==> src/rtl/core/weather_frame_checker_decoder_assert.svh <==
// Assertion helpers, clocked on the rising edge, off while reset is low.
`ifndef WEATHER_FRAME_CHECKER_DECODER_ASSERT_SVH
`define WEATHER_FRAME_CHECKER_DECODER_ASSERT_SVH

// Same-cycle implication.
`define WFCD_ASSERT_IMPL(label, clk, rst_n, ante, cons) \
  label: assert property (@(posedge clk) disable iff (!rst_n) (ante) |-> (cons)) \
    else $error("wfcd assertion failed");

// Next-cycle implication.
`define WFCD_ASSERT_NEXT(label, clk, rst_n, ante, cons) \
  label: assert property (@(posedge clk) disable iff (!rst_n) (ante) |=> (cons)) \
    else $error("wfcd assertion failed");

`endif

==> src/rtl/core/wfcd_pkg.sv <==
package wfcd_pkg;

  // Frame layout
  localparam int FrameMax   = 21;  // bytes kept per frame
  localparam int BasicLen   = 17;  // shortest valid frame
  localparam int BasicSumEnd = 16; // bytes 0..15 go into the basic sum
  localparam int PresSumEnd  = 20; // bytes 17..19 go into the pressure sum
  localparam int CntW       = $clog2(FrameMax + 1);

  localparam logic [7:0]  SyncByte = 8'h24;
  localparam logic [15:0] UvNone   = 16'hFFFF;

  // Decoupling queue
  localparam int QDepth = 2;
  localparam int QPtrW  = (QDepth > 1) ? $clog2(QDepth) : 1;
  localparam int QCntW  = $clog2(QDepth + 1);

  // Configuration port
  localparam int CfgIdxW  = 2;
  localparam int CfgDataW = 16;
  localparam logic [CfgIdxW-1:0] CfgLowerIdx = 2'd0;
  localparam logic [CfgIdxW-1:0] CfgUpperIdx = 2'd1;
  localparam logic [15:0] LowerReset = 16'd20;
  localparam logic [15:0] UpperReset = 16'd100;

  typedef enum logic [1:0] {
    KindInvalid  = 2'd0,
    KindBasic    = 2'd1,
    KindPressure = 2'd2
  } kind_e;

  typedef enum logic [1:0] {
    NightNone  = 2'd0,
    NightDay   = 2'd1,
    NightNight = 2'd2
  } night_e;

  typedef struct packed {
    kind_e        kind;
    logic [8:0]   wind_dir;
    logic         batt_low;
    logic [10:0]  temperature_code;
    logic [7:0]   humidity;
    logic [8:0]   wind_speed_code;
    logic [7:0]   wind_gust_code;
    logic [15:0]  rain_count;
    logic [15:0]  uv_code;
    logic [23:0]  light_code;
    logic [23:0]  pressure_code;
  } rec_t;

  typedef struct packed {
    logic                en;
    logic [CfgIdxW-1:0]  idx;
    logic [CfgDataW-1:0] data;
  } cfg_wr_t;

endpackage

==> src/rtl/core/wfcd_if.sv <==
interface wfcd_in_if;
  logic       valid;
  logic       ready;
  logic [7:0] packet_byte;
  logic       last_byte;

  modport source (output valid, output packet_byte, output last_byte, input ready);
  modport sink   (input valid, input packet_byte, input last_byte, output ready);
endinterface

interface wfcd_out_if;
  logic        valid;
  logic        ready;
  logic [1:0]  packet_kind;
  logic [8:0]  wind_dir;
  logic        batt_low;
  logic [10:0] temperature_code;
  logic [7:0]  humidity;
  logic [8:0]  wind_speed_code;
  logic [7:0]  wind_gust_code;
  logic [15:0] rain_count;
  logic [15:0] uv_code;
  logic [23:0] light_code;
  logic [23:0] pressure_code;
  logic [1:0]  night_state;

  modport source (
    output valid, output packet_kind, output wind_dir, output batt_low,
    output temperature_code, output humidity, output wind_speed_code,
    output wind_gust_code, output rain_count, output uv_code, output light_code,
    output pressure_code, output night_state, input ready
  );
  modport sink (
    input valid, input packet_kind, input wind_dir, input batt_low,
    input temperature_code, input humidity, input wind_speed_code,
    input wind_gust_code, input rain_count, input uv_code, input light_code,
    input pressure_code, input night_state, output ready
  );
endinterface

==> src/rtl/core/wfcd_queue.sv <==
`include "weather_frame_checker_decoder_assert.svh"

module wfcd_queue (
  input  logic             clk_i,
  input  logic             rst_ni,
  input  logic             push_i,
  input  wfcd_pkg::rec_t   push_data_i,
  output logic             full_o,
  input  logic             pop_i,
  output logic             empty_o,
  output wfcd_pkg::rec_t   pop_data_o
);

  wfcd_pkg::rec_t mem_q [wfcd_pkg::QDepth];

  logic [wfcd_pkg::QPtrW-1:0] wr_ptr_q, wr_ptr_d;
  logic [wfcd_pkg::QPtrW-1:0] rd_ptr_q, rd_ptr_d;
  logic [wfcd_pkg::QCntW-1:0] cnt_q, cnt_d;

  assign full_o     = (cnt_q == wfcd_pkg::QCntW'(wfcd_pkg::QDepth));
  assign empty_o    = (cnt_q == '0);
  assign pop_data_o = mem_q[rd_ptr_q];

  always_comb begin
    wr_ptr_d = wr_ptr_q;
    rd_ptr_d = rd_ptr_q;
    cnt_d    = cnt_q;
    if (push_i) begin
      wr_ptr_d = (wr_ptr_q == wfcd_pkg::QPtrW'(wfcd_pkg::QDepth - 1)) ? '0 : wr_ptr_q + 1'b1;
    end
    if (pop_i) begin
      rd_ptr_d = (rd_ptr_q == wfcd_pkg::QPtrW'(wfcd_pkg::QDepth - 1)) ? '0 : rd_ptr_q + 1'b1;
    end
    if (push_i && !pop_i) begin
      cnt_d = cnt_q + 1'b1;
    end else if (pop_i && !push_i) begin
      cnt_d = cnt_q - 1'b1;
    end
  end

  always_ff @(posedge clk_i or negedge rst_ni) begin
    if (!rst_ni) begin
      wr_ptr_q <= '0;
      rd_ptr_q <= '0;
      cnt_q    <= '0;
    end else begin
      wr_ptr_q <= wr_ptr_d;
      rd_ptr_q <= rd_ptr_d;
      cnt_q    <= cnt_d;
    end
  end

  always_ff @(posedge clk_i) begin
    if (push_i) begin
      mem_q[wr_ptr_q] <= push_data_i;
    end
  end

  `WFCD_ASSERT_IMPL(a_cnt_bound, clk_i, rst_ni, 1'b1, cnt_q <= wfcd_pkg::QCntW'(wfcd_pkg::QDepth))
  `WFCD_ASSERT_IMPL(a_no_push_full, clk_i, rst_ni, full_o, !push_i)
  `WFCD_ASSERT_IMPL(a_no_pop_empty, clk_i, rst_ni, empty_o, !pop_i)

endmodule

==> src/rtl/core/wfcd_front.sv <==
module wfcd_front (
  input  logic             clk_i,
  input  logic             rst_ni,
  input  logic             valid_i,
  output logic             ready_o,
  input  logic [7:0]       packet_byte_i,
  input  logic             last_byte_i,
  input  logic             q_full_i,
  output logic             push_o,
  output wfcd_pkg::rec_t   rec_o
);

  logic [7:0] bytes_q [wfcd_pkg::FrameMax];
  logic [7:0] view    [wfcd_pkg::FrameMax];

  logic [wfcd_pkg::CntW-1:0] count_q, count_d, count_n;
  logic [7:0] basic_q, basic_d, basic_n;
  logic [7:0] pres_q, pres_d, pres_n;
  logic       accept;
  logic       wr;
  logic       basic_ok;
  logic       pres_ok;

  assign ready_o = !q_full_i;
  assign accept  = valid_i && ready_o;
  assign push_o  = accept && last_byte_i;
  assign wr      = (count_q < wfcd_pkg::CntW'(wfcd_pkg::FrameMax));

  // frame as it stands with this byte merged in
  always_comb begin
    for (int j = 0; j < wfcd_pkg::FrameMax; j++) begin
      view[j] = (wr && count_q == wfcd_pkg::CntW'(j)) ? packet_byte_i : bytes_q[j];
    end
  end

  always_comb begin
    count_n = count_q;
    basic_n = basic_q;
    pres_n  = pres_q;
    if (wr) begin
      count_n = count_q + 1'b1;
      if (count_q < wfcd_pkg::CntW'(wfcd_pkg::BasicSumEnd)) begin
        basic_n = basic_q + packet_byte_i;
      end else if (count_q >= wfcd_pkg::CntW'(wfcd_pkg::BasicLen) &&
                   count_q < wfcd_pkg::CntW'(wfcd_pkg::PresSumEnd)) begin
        pres_n = pres_q + packet_byte_i;
      end
    end
  end

  always_comb begin
    count_d = count_q;
    basic_d = basic_q;
    pres_d  = pres_q;
    if (accept) begin
      count_d = last_byte_i ? '0 : count_n;
      basic_d = last_byte_i ? '0 : basic_n;
      pres_d  = last_byte_i ? '0 : pres_n;
    end
  end

  assign basic_ok = (count_n >= wfcd_pkg::CntW'(wfcd_pkg::BasicLen)) &&
                    (view[0] == wfcd_pkg::SyncByte) && (basic_n == view[16]);
  assign pres_ok  = (count_n >= wfcd_pkg::CntW'(wfcd_pkg::FrameMax)) &&
                    (pres_n == view[20]);

  always_comb begin
    rec_o = '0;
    if (basic_ok) begin
      rec_o.kind             = pres_ok ? wfcd_pkg::KindPressure : wfcd_pkg::KindBasic;
      rec_o.wind_dir         = {view[3][7], view[2]};
      rec_o.batt_low         = view[3][3];
      rec_o.temperature_code = {view[3][2:0], view[4]};
      rec_o.humidity         = view[5];
      rec_o.wind_speed_code  = {view[3][4], view[6]};
      rec_o.wind_gust_code   = view[7];
      rec_o.rain_count       = {view[8], view[9]};
      rec_o.uv_code          = {view[10], view[11]};
      rec_o.light_code       = {view[12], view[13], view[14]};
      if (pres_ok) begin
        rec_o.pressure_code  = {view[17], view[18], view[19]};
      end
    end
  end

  always_ff @(posedge clk_i or negedge rst_ni) begin
    if (!rst_ni) begin
      count_q <= '0;
      basic_q <= '0;
      pres_q  <= '0;
    end else begin
      count_q <= count_d;
      basic_q <= basic_d;
      pres_q  <= pres_d;
    end
  end

  always_ff @(posedge clk_i) begin
    if (accept && wr) begin
      bytes_q[count_q] <= packet_byte_i;
    end
  end

endmodule

==> src/rtl/core/wfcd_back.sv <==
module wfcd_back (
  input  logic              clk_i,
  input  logic              rst_ni,
  input  wfcd_pkg::cfg_wr_t cfg_i,
  input  logic              q_empty_i,
  input  wfcd_pkg::rec_t    rec_i,
  output logic              pop_o,
  output logic              valid_o,
  input  logic              ready_i,
  output wfcd_pkg::rec_t    rec_o,
  output logic [1:0]        night_state_o
);

  logic [15:0] lower_q, upper_q;
  logic        first_q, first_d;
  logic        night_q, night_d;
  logic        valid_q, valid_d;
  wfcd_pkg::rec_t rec_q;
  logic [1:0]  state_q, state_d;
  logic [16:0] thr_sum;
  logic        is_night;
  logic        decide;

  assign pop_o   = !q_empty_i && (!valid_q || ready_i);
  assign thr_sum = {1'b0, lower_q} + {1'b0, upper_q};
  assign decide  = (rec_i.kind != wfcd_pkg::KindInvalid) && (rec_i.uv_code != wfcd_pkg::UvNone);

  always_comb begin
    if (first_q) begin
      is_night = ({rec_i.uv_code, 1'b0} < thr_sum);
    end else if (night_q) begin
      is_night = (rec_i.uv_code < upper_q);
    end else begin
      is_night = (rec_i.uv_code < lower_q);
    end
  end

  always_comb begin
    first_d = first_q;
    night_d = night_q;
    state_d = state_q;
    valid_d = valid_q;
    if (pop_o) begin
      valid_d = 1'b1;
      state_d = wfcd_pkg::NightNone;
      if (decide) begin
        first_d = 1'b0;
        night_d = is_night;
        state_d = is_night ? wfcd_pkg::NightNight : wfcd_pkg::NightDay;
      end
    end else if (ready_i) begin
      valid_d = 1'b0;
    end
  end

  always_ff @(posedge clk_i or negedge rst_ni) begin
    if (!rst_ni) begin
      lower_q <= wfcd_pkg::LowerReset;
      upper_q <= wfcd_pkg::UpperReset;
      first_q <= 1'b1;
      night_q <= 1'b0;
      valid_q <= 1'b0;
      state_q <= wfcd_pkg::NightNone;
    end else begin
      if (cfg_i.en && cfg_i.idx == wfcd_pkg::CfgLowerIdx) begin
        lower_q <= cfg_i.data;
      end
      if (cfg_i.en && cfg_i.idx == wfcd_pkg::CfgUpperIdx) begin
        upper_q <= cfg_i.data;
      end
      first_q <= first_d;
      night_q <= night_d;
      valid_q <= valid_d;
      state_q <= state_d;
    end
  end

  always_ff @(posedge clk_i) begin
    if (pop_o) begin
      rec_q <= rec_i;
    end
  end

  assign valid_o       = valid_q;
  assign rec_o         = rec_q;
  assign night_state_o = state_q;

endmodule

==> src/rtl/core/weather_frame_checker_decoder.sv <==
// Channel   Dir  Payload                                  Moves a request when
// in_i      in   packet_byte, last_byte                   in_i.valid & in_i.ready
// out_o     out  packet_kind .. night_state (12 fields)   out_o.valid & out_o.ready
// cfg       in   cfg_idx_i, cfg_wdata_i                   cfg_we_i
//
// One byte per cycle sustained while the queue is not full; a frame's result is
// written into the queue and then into the output register before it is valid.
// rst_ni clears counters, sums, the queue, the output valid flag and hysteresis
// state; thresholds reset to 20 and 100.
// in_i stalls only when the queue holds two finished frames; the output
// register is refilled in the cycle its request is taken if the queue holds a frame.
module weather_frame_checker_decoder (
  input  logic                          clk_i,
  input  logic                          rst_ni,
  wfcd_in_if.sink                       in_i,
  wfcd_out_if.source                    out_o,
  input  logic                          cfg_we_i,
  input  logic [wfcd_pkg::CfgIdxW-1:0]  cfg_idx_i,
  input  logic [wfcd_pkg::CfgDataW-1:0] cfg_wdata_i
);

  logic              push;
  logic              q_full;
  logic              q_empty;
  logic              pop;
  wfcd_pkg::rec_t    front_rec;
  wfcd_pkg::rec_t    q_rec;
  wfcd_pkg::rec_t    out_rec;
  wfcd_pkg::cfg_wr_t cfg;
  logic [1:0]        night_state;

  assign cfg.en   = cfg_we_i;
  assign cfg.idx  = cfg_idx_i;
  assign cfg.data = cfg_wdata_i;

  // Front: byte store, running sums, frame classification and field unpack.
  // Decoding is done on the last byte itself so the store can take the next
  // frame's first byte in the following cycle.
  wfcd_front u_front (
    .clk_i         (clk_i),
    .rst_ni        (rst_ni),
    .valid_i       (in_i.valid),
    .ready_o       (in_i.ready),
    .packet_byte_i (in_i.packet_byte),
    .last_byte_i   (in_i.last_byte),
    .q_full_i      (q_full),
    .push_o        (push),
    .rec_o         (front_rec)
  );

  // Decouples frame classification from result delivery.
  wfcd_queue u_queue (
    .clk_i       (clk_i),
    .rst_ni      (rst_ni),
    .push_i      (push),
    .push_data_i (front_rec),
    .full_o      (q_full),
    .pop_i       (pop),
    .empty_o     (q_empty),
    .pop_data_o  (q_rec)
  );

  // Back: day/night hysteresis in frame order, thresholds, output register.
  wfcd_back u_back (
    .clk_i         (clk_i),
    .rst_ni        (rst_ni),
    .cfg_i         (cfg),
    .q_empty_i     (q_empty),
    .rec_i         (q_rec),
    .pop_o         (pop),
    .valid_o       (out_o.valid),
    .ready_i       (out_o.ready),
    .rec_o         (out_rec),
    .night_state_o (night_state)
  );

  assign out_o.packet_kind      = out_rec.kind;
  assign out_o.wind_dir         = out_rec.wind_dir;
  assign out_o.batt_low         = out_rec.batt_low;
  assign out_o.temperature_code = out_rec.temperature_code;
  assign out_o.humidity         = out_rec.humidity;
  assign out_o.wind_speed_code  = out_rec.wind_speed_code;
  assign out_o.wind_gust_code   = out_rec.wind_gust_code;
  assign out_o.rain_count       = out_rec.rain_count;
  assign out_o.uv_code          = out_rec.uv_code;
  assign out_o.light_code       = out_rec.light_code;
  assign out_o.pressure_code    = out_rec.pressure_code;
  assign out_o.night_state      = night_state;

endmodule
==> src/flat_wrapper.sv <==
// flat-port wrapper written by rule: the top's interface ports become plain ports
module weather_frame_checker_decoder_flat 
  (clk_i, rst_ni, cfg_we_i, cfg_idx_i, cfg_wdata_i, in_i_valid, in_i_packet_byte, in_i_last_byte, in_i_ready, out_o_valid, out_o_packet_kind, out_o_wind_dir, out_o_batt_low, out_o_temperature_code, out_o_humidity, out_o_wind_speed_code, out_o_wind_gust_code, out_o_rain_count, out_o_uv_code, out_o_light_code, out_o_pressure_code, out_o_night_state, out_o_ready);
  wfcd_in_if in_i_i ();
  wfcd_out_if out_o_i ();
  input  logic clk_i;
  input  logic rst_ni;
  input  logic cfg_we_i;
  input  logic [wfcd_pkg::CfgIdxW-1:0] cfg_idx_i;
  input  logic [wfcd_pkg::CfgDataW-1:0] cfg_wdata_i;
  input wire logic [$bits(in_i_i.valid)-1:0] in_i_valid;
  input wire logic [$bits(in_i_i.packet_byte)-1:0] in_i_packet_byte;
  input wire logic [$bits(in_i_i.last_byte)-1:0] in_i_last_byte;
  output wire logic [$bits(in_i_i.ready)-1:0] in_i_ready;
  output wire logic [$bits(out_o_i.valid)-1:0] out_o_valid;
  output wire logic [$bits(out_o_i.packet_kind)-1:0] out_o_packet_kind;
  output wire logic [$bits(out_o_i.wind_dir)-1:0] out_o_wind_dir;
  output wire logic [$bits(out_o_i.batt_low)-1:0] out_o_batt_low;
  output wire logic [$bits(out_o_i.temperature_code)-1:0] out_o_temperature_code;
  output wire logic [$bits(out_o_i.humidity)-1:0] out_o_humidity;
  output wire logic [$bits(out_o_i.wind_speed_code)-1:0] out_o_wind_speed_code;
  output wire logic [$bits(out_o_i.wind_gust_code)-1:0] out_o_wind_gust_code;
  output wire logic [$bits(out_o_i.rain_count)-1:0] out_o_rain_count;
  output wire logic [$bits(out_o_i.uv_code)-1:0] out_o_uv_code;
  output wire logic [$bits(out_o_i.light_code)-1:0] out_o_light_code;
  output wire logic [$bits(out_o_i.pressure_code)-1:0] out_o_pressure_code;
  output wire logic [$bits(out_o_i.night_state)-1:0] out_o_night_state;
  input wire logic [$bits(out_o_i.ready)-1:0] out_o_ready;
  assign in_i_i.valid = in_i_valid;
  assign in_i_i.packet_byte = in_i_packet_byte;
  assign in_i_i.last_byte = in_i_last_byte;
  assign in_i_ready = in_i_i.ready;
  assign out_o_valid = out_o_i.valid;
  assign out_o_packet_kind = out_o_i.packet_kind;
  assign out_o_wind_dir = out_o_i.wind_dir;
  assign out_o_batt_low = out_o_i.batt_low;
  assign out_o_temperature_code = out_o_i.temperature_code;
  assign out_o_humidity = out_o_i.humidity;
  assign out_o_wind_speed_code = out_o_i.wind_speed_code;
  assign out_o_wind_gust_code = out_o_i.wind_gust_code;
  assign out_o_rain_count = out_o_i.rain_count;
  assign out_o_uv_code = out_o_i.uv_code;
  assign out_o_light_code = out_o_i.light_code;
  assign out_o_pressure_code = out_o_i.pressure_code;
  assign out_o_night_state = out_o_i.night_state;
  assign out_o_i.ready = out_o_ready;
  weather_frame_checker_decoder u_core (.clk_i(clk_i), .rst_ni(rst_ni), .in_i(in_i_i), .out_o(out_o_i), .cfg_we_i(cfg_we_i), .cfg_idx_i(cfg_idx_i), .cfg_wdata_i(cfg_wdata_i));
endmodule
==> config.mk <==
export PLATFORM = sky130hd
export DESIGN_NAME = weather_frame_checker_decoder_flat
export DESIGN_NICKNAME = d
export VERILOG_FILES = /design/src/rtl/core/wfcd_pkg.sv /design/src/rtl/core/wfcd_if.sv /design/src/rtl/core/wfcd_queue.sv /design/src/rtl/core/wfcd_front.sv /design/src/rtl/core/wfcd_back.sv /design/src/rtl/core/weather_frame_checker_decoder.sv /design/src/flat_wrapper.sv
export VERILOG_INCLUDE_DIRS = /design/src /design/src/rtl/core
export SDC_FILE = /design/constraint.sdc
export NUM_CORES = 1
export LEC_CHECK = 0
export BUFFER_PORTS_ARGS = -buffer_cell sky130_fd_sc_hd__buf_2
export CAP_MARGIN = 20
export CORE_ASPECT_RATIO = 1.25
export CORE_MARGIN = 2
export CORE_UTILIZATION = 35
export DETAILED_ROUTE_END_ITERATION = 10
export HOLD_SLACK_MARGIN = 0.06
export PLACE_DENSITY = 0.51
export SYNTH_ARGS = -nofsm -noshare
export SYNTH_HDL_FRONTEND = slang
export SYNTH_SLANG_ARGS = --single-unit
==> constraint.sdc <==
create_clock -name clk_i -period 10 [get_ports clk_i]
set_clock_uncertainty 0.1 [all_clocks]
set_input_delay 2 -clock clk_i [delete_from_list [all_inputs] [get_ports clk_i]]
set_output_delay 2 -clock clk_i [all_outputs]
set_load 0.01 [all_outputs]
==> metrics.txt <==
status=completed; nets=2124; Max Clock Freq=around 0.17 GHz; first-pass GRT wire length=between 90000 and 100000 um; Site Rows=110; simple-gate share of the synthesized area=8.795%; slew margin rel.=between 30% and 40%; Final Cycle Share=58.19%; clk sinks=about 600; core area=approximately 0.072 mm2; Num CTS Buffers=58; DR vias/cell=between 5 and 6; ANT nets after route=0; Final Hold Viols=0; Reg2Reg Depth=11; Min-Delay Startpoint=u_core.u_back.first_q; Synth Area in Compound Gates=8.091%; worst setup margin=between 4 and 5 ns; IO buf count=between 150 and 200; pwr dens=257.0 mW/mm2; NetSw=between 2000 and 2500 uW; # Max-Cap Violations=0; combinational family with the most area after synthesis=simple AND/OR/NAND/NOR gates; #FFs+latches synth=596; Worst-Skew Late Latency=around 0.6 ns; quantity of gates resized following cts=0; pre-CTS WS=approximately 3.6 ns; yosys warns=0; switch share=30.12%; ys flop type=edfxtp_1; Initial Util=~35%; CTS root buf=clkbuf_16; Ports=164; final design utilization=40.72%; final std cells w/o fill=around 3000; max-slew violation count=0; PnR Total Power=~7600 uW; multiplexer area fraction after synthesis=about 7%; die outline width=about 250 um; Critical Path, Cell by Cell=buf_2 -> buf_4 -> ha_1 -> inv_1 -> fa_1 -> nand3_1 -> a211o_1 -> a2111oi_2 -> nand4_1 -> nor4_2 -> nand4_2 -> buf_8 -> a21oi_1; crit path capture type=register; number of global-route vias before repair=15690; number of DRC markers in iteration 0=approximately 910; worst r2r src=u_core.u_front.count_q[0]; Worst Setup SP=in_i_packet_byte[0]; Clk pwr share=between 20% and 30%; Setup TNS=0 ns; initial antenna violation count=1; DRT Pass-1 Iters=5; Die ar.=between 0.07 and 0.08 mm2; slowest CP cell=nand4_2; delay-heaviest family, CP=simple AND/OR/NAND/NOR gates; vias=roughly 15000; CTS tree=yes; Worst EP required=10.35 ns; Flop pwr share=45.6%; Net Count, Synth=roughly 2000; CTS clock-pin slew for the worst setup and hold paths=roughly 0.06 ns; worst hold path type=register to register; RSZ-0062 raised after global routing=false; share of cells above drive strength 1=between 20% and 30%; GRT Max-Usage Layer=met2; Logic pwr share=around a quarter; H-tree levels=2; GRT met2 Usage=28.05%; Placer Congestion=about 0.85; crit start category=input port; Post-Synth XOR/XNOR Area=about 1.1%; Total GRT Usage=16.14%; met3 Use GR=under 10%; crit-path max FO=26; CP Depth=13; min cycle time layout=between 5 and 6 ns; Avg WL per Cell=approximately 20 um; CTS Hold Bufs=0; post-synthesis cell area=roughly 0.026 mm2; hold depth=2; crit path kind=input port to register; register area share after synthesis=~70%; Leak=between 0.01 and 0.015 uW; internal power=about 5300 uW; largest net degree at the start of global routing=about 130; post-synthesis async set-or-reset flop share=about a tenth; # Post-CTS Setup Buffers=0; Routed WL=between 60000 and 70000 um; drt drc=0; Synth cell types=73; clk buf depth=3; met1 usage=around a fifth; Remaining Overflow, GRT=0; slowest stage delay, CP=around 0.62 ns; WP buf/inv=4; worst vdd ir=approximately 0.18 mV; Area Overhead vs Synth=14.91%; Worst Path Arrival=6.17 ns; number of flops mapped to enable cells by yosys=534; Post-Syn Area per Cell=13.95 um2; Die Y=between 300 and 400 um; post-synthesis adder-cell area fraction=4.231%; Worst-Margin Slew=~1.0 ns; setup violators final=0; Synth Instances=~1800; Placed Cells incl. Taps=just under 3000; estimated wirelength of the detail-placed design=38380 um
through the flow:
stage               cell area (um2)  hold slack (ns)
CTS                           29420           0.4184
global route                  29420           0.4345
global placement              27500           0.4015
finish                        29430           0.4166
floorplan                     25610           0.3608
detailed placement            27520           0.4083
synth_stat cells (14+ instances only):
library cell | count | area [um2]
a21oi_2 | 19 | 166.4
a21o_1 | 14 | 105.1
clkbuf_1 | 50 | 187.7
inv_1 | 52 | 195.2
edfxtp_1 | 534 | 16040
nor2_1 | 59 | 221.5
nor3_1 | 16 | 80.08
ha_1 | 81 | 1013
nor2b_1 | 15 | 93.84
nand3_1 | 20 | 100.1
nand2b_1 | 17 | 106.4
nand2_1 | 316 | 1186
mux2_2 | 146 | 1644
dfrtp_1 | 56 | 1401
xnor2_1 | 22 | 192.7
a21oi_1 | 143 | 715.7
o21ai_0 | 55 | 275.3
mux2i_1 | 15 | 150.1
a211oi_1 | 15 | 112.6
layout by cell type, fill, tap and decap left out, drive strengths merged, types with 8 or more instances in the layout:
| cell type | netlist | final |
|---|---|---|
| nor2 | 59 | 59 |
| mux2i | 15 | 15 |
| o21ai | 57 | 57 |
| mux2 | 146 | 146 |
| bufinv | 0 | 8 |
| dfrtp | 56 | 56 |
| clkinv | 0 | 21 |
| and3 | 9 | 9 |
| buf | 25 | 187 |
| nor3 | 17 | 17 |
| edfxtp | 534 | 534 |
| inv | 52 | 54 |
| xor2 | 11 | 11 |
| a211oi | 15 | 15 |
| nand2 | 316 | 316 |
| nand2b | 17 | 17 |
| a22o | 10 | 10 |
| a21o | 14 | 14 |
| o21a | 8 | 8 |
| nand4 | 9 | 9 |
| a21oi | 162 | 162 |
| nand3 | 20 | 20 |
| clkbuf | 50 | 74 |
| ha | 81 | 81 |
| nor2b | 15 | 15 |
| xnor2 | 22 | 22 |
cells by family after synthesis:
group / count (synthesis)
simple gates: 503
flops: 596
fa+ha+maj: 85
xor+xnor: 33
buf+inv: 127
compound gates: 331
mux: 161
layer usage:
metal	routed length [um]	part of all wire, %	up-vias
met5	11	0.018	-
met4	1802	2.9	2
met3	2648	4.3	114
met2	30330	50	330
met1	26460	43	7569
li1	-	-	7155
worst min-delay path, stage by stage (launching register included):
cell	delay, ns
dfstp_2	0.37
inv_1	0.10
a21oi_1	0.05
power groups by stage:
stage                     combinational (uW)  clock [uW]  sequential, uW
after floorplan                         1150           0            3580
after global placement                  1920           0            3500
after detailed placement                1930           0            3510
after CTS                               1950        2280            3460
after global routing                    2100        2360            3500
final                                   1900        2210            3450
area by class of cell:
cell class,instances,area (um2)
antenna,1,2.502
clock buffer,74,1533
clock inverter,34,371.6
fill,6635,42830
inverter,52,200.2
multi-input combinational,1113,7516
sequential,596,17600
tap,952,1191
timing repair buffer,187,1013
final timing paths:
path	endpoint	slack [ns]
setup reg to reg	u_core.u_queue.mem_q[1][4]	5.51
hold reg to reg	u_core.u_back.first_q	0.42
hold / removal	u_core.u_back.first_q	0.42
max in group asynchronous	u_core.u_queue.rd_ptr_q	7.44
setup / recovery	u_core.u_queue.mem_q[1][4]	4.18
min in group asynchronous	u_core.u_back.upper_q[9]	1.24
state kept, by name, indices dropped and copies added, names as in the netlist:
signal	flops
u_core.u_front.basic_q	8
u_core.u_front.bytes_q	150
u_core.u_back.night_q	1
u_core.u_back.night_state_o	2
u_core.u_back.lower_q	16
u_core.u_queue.wr_ptr_q	1
u_core.u_front.count_q	5
u_core.u_back.rec_o	128
u_core.u_back.upper_q	16
u_core.u_queue.rd_ptr_q	1
u_core.u_back.valid_o	1
u_core.u_front.pres_q	8
u_core.u_queue.cnt_q	2
u_core.u_queue.mem_q	256
u_core.u_back.first_q	1
No activity file was read; power rests on OpenSTA's default activity.
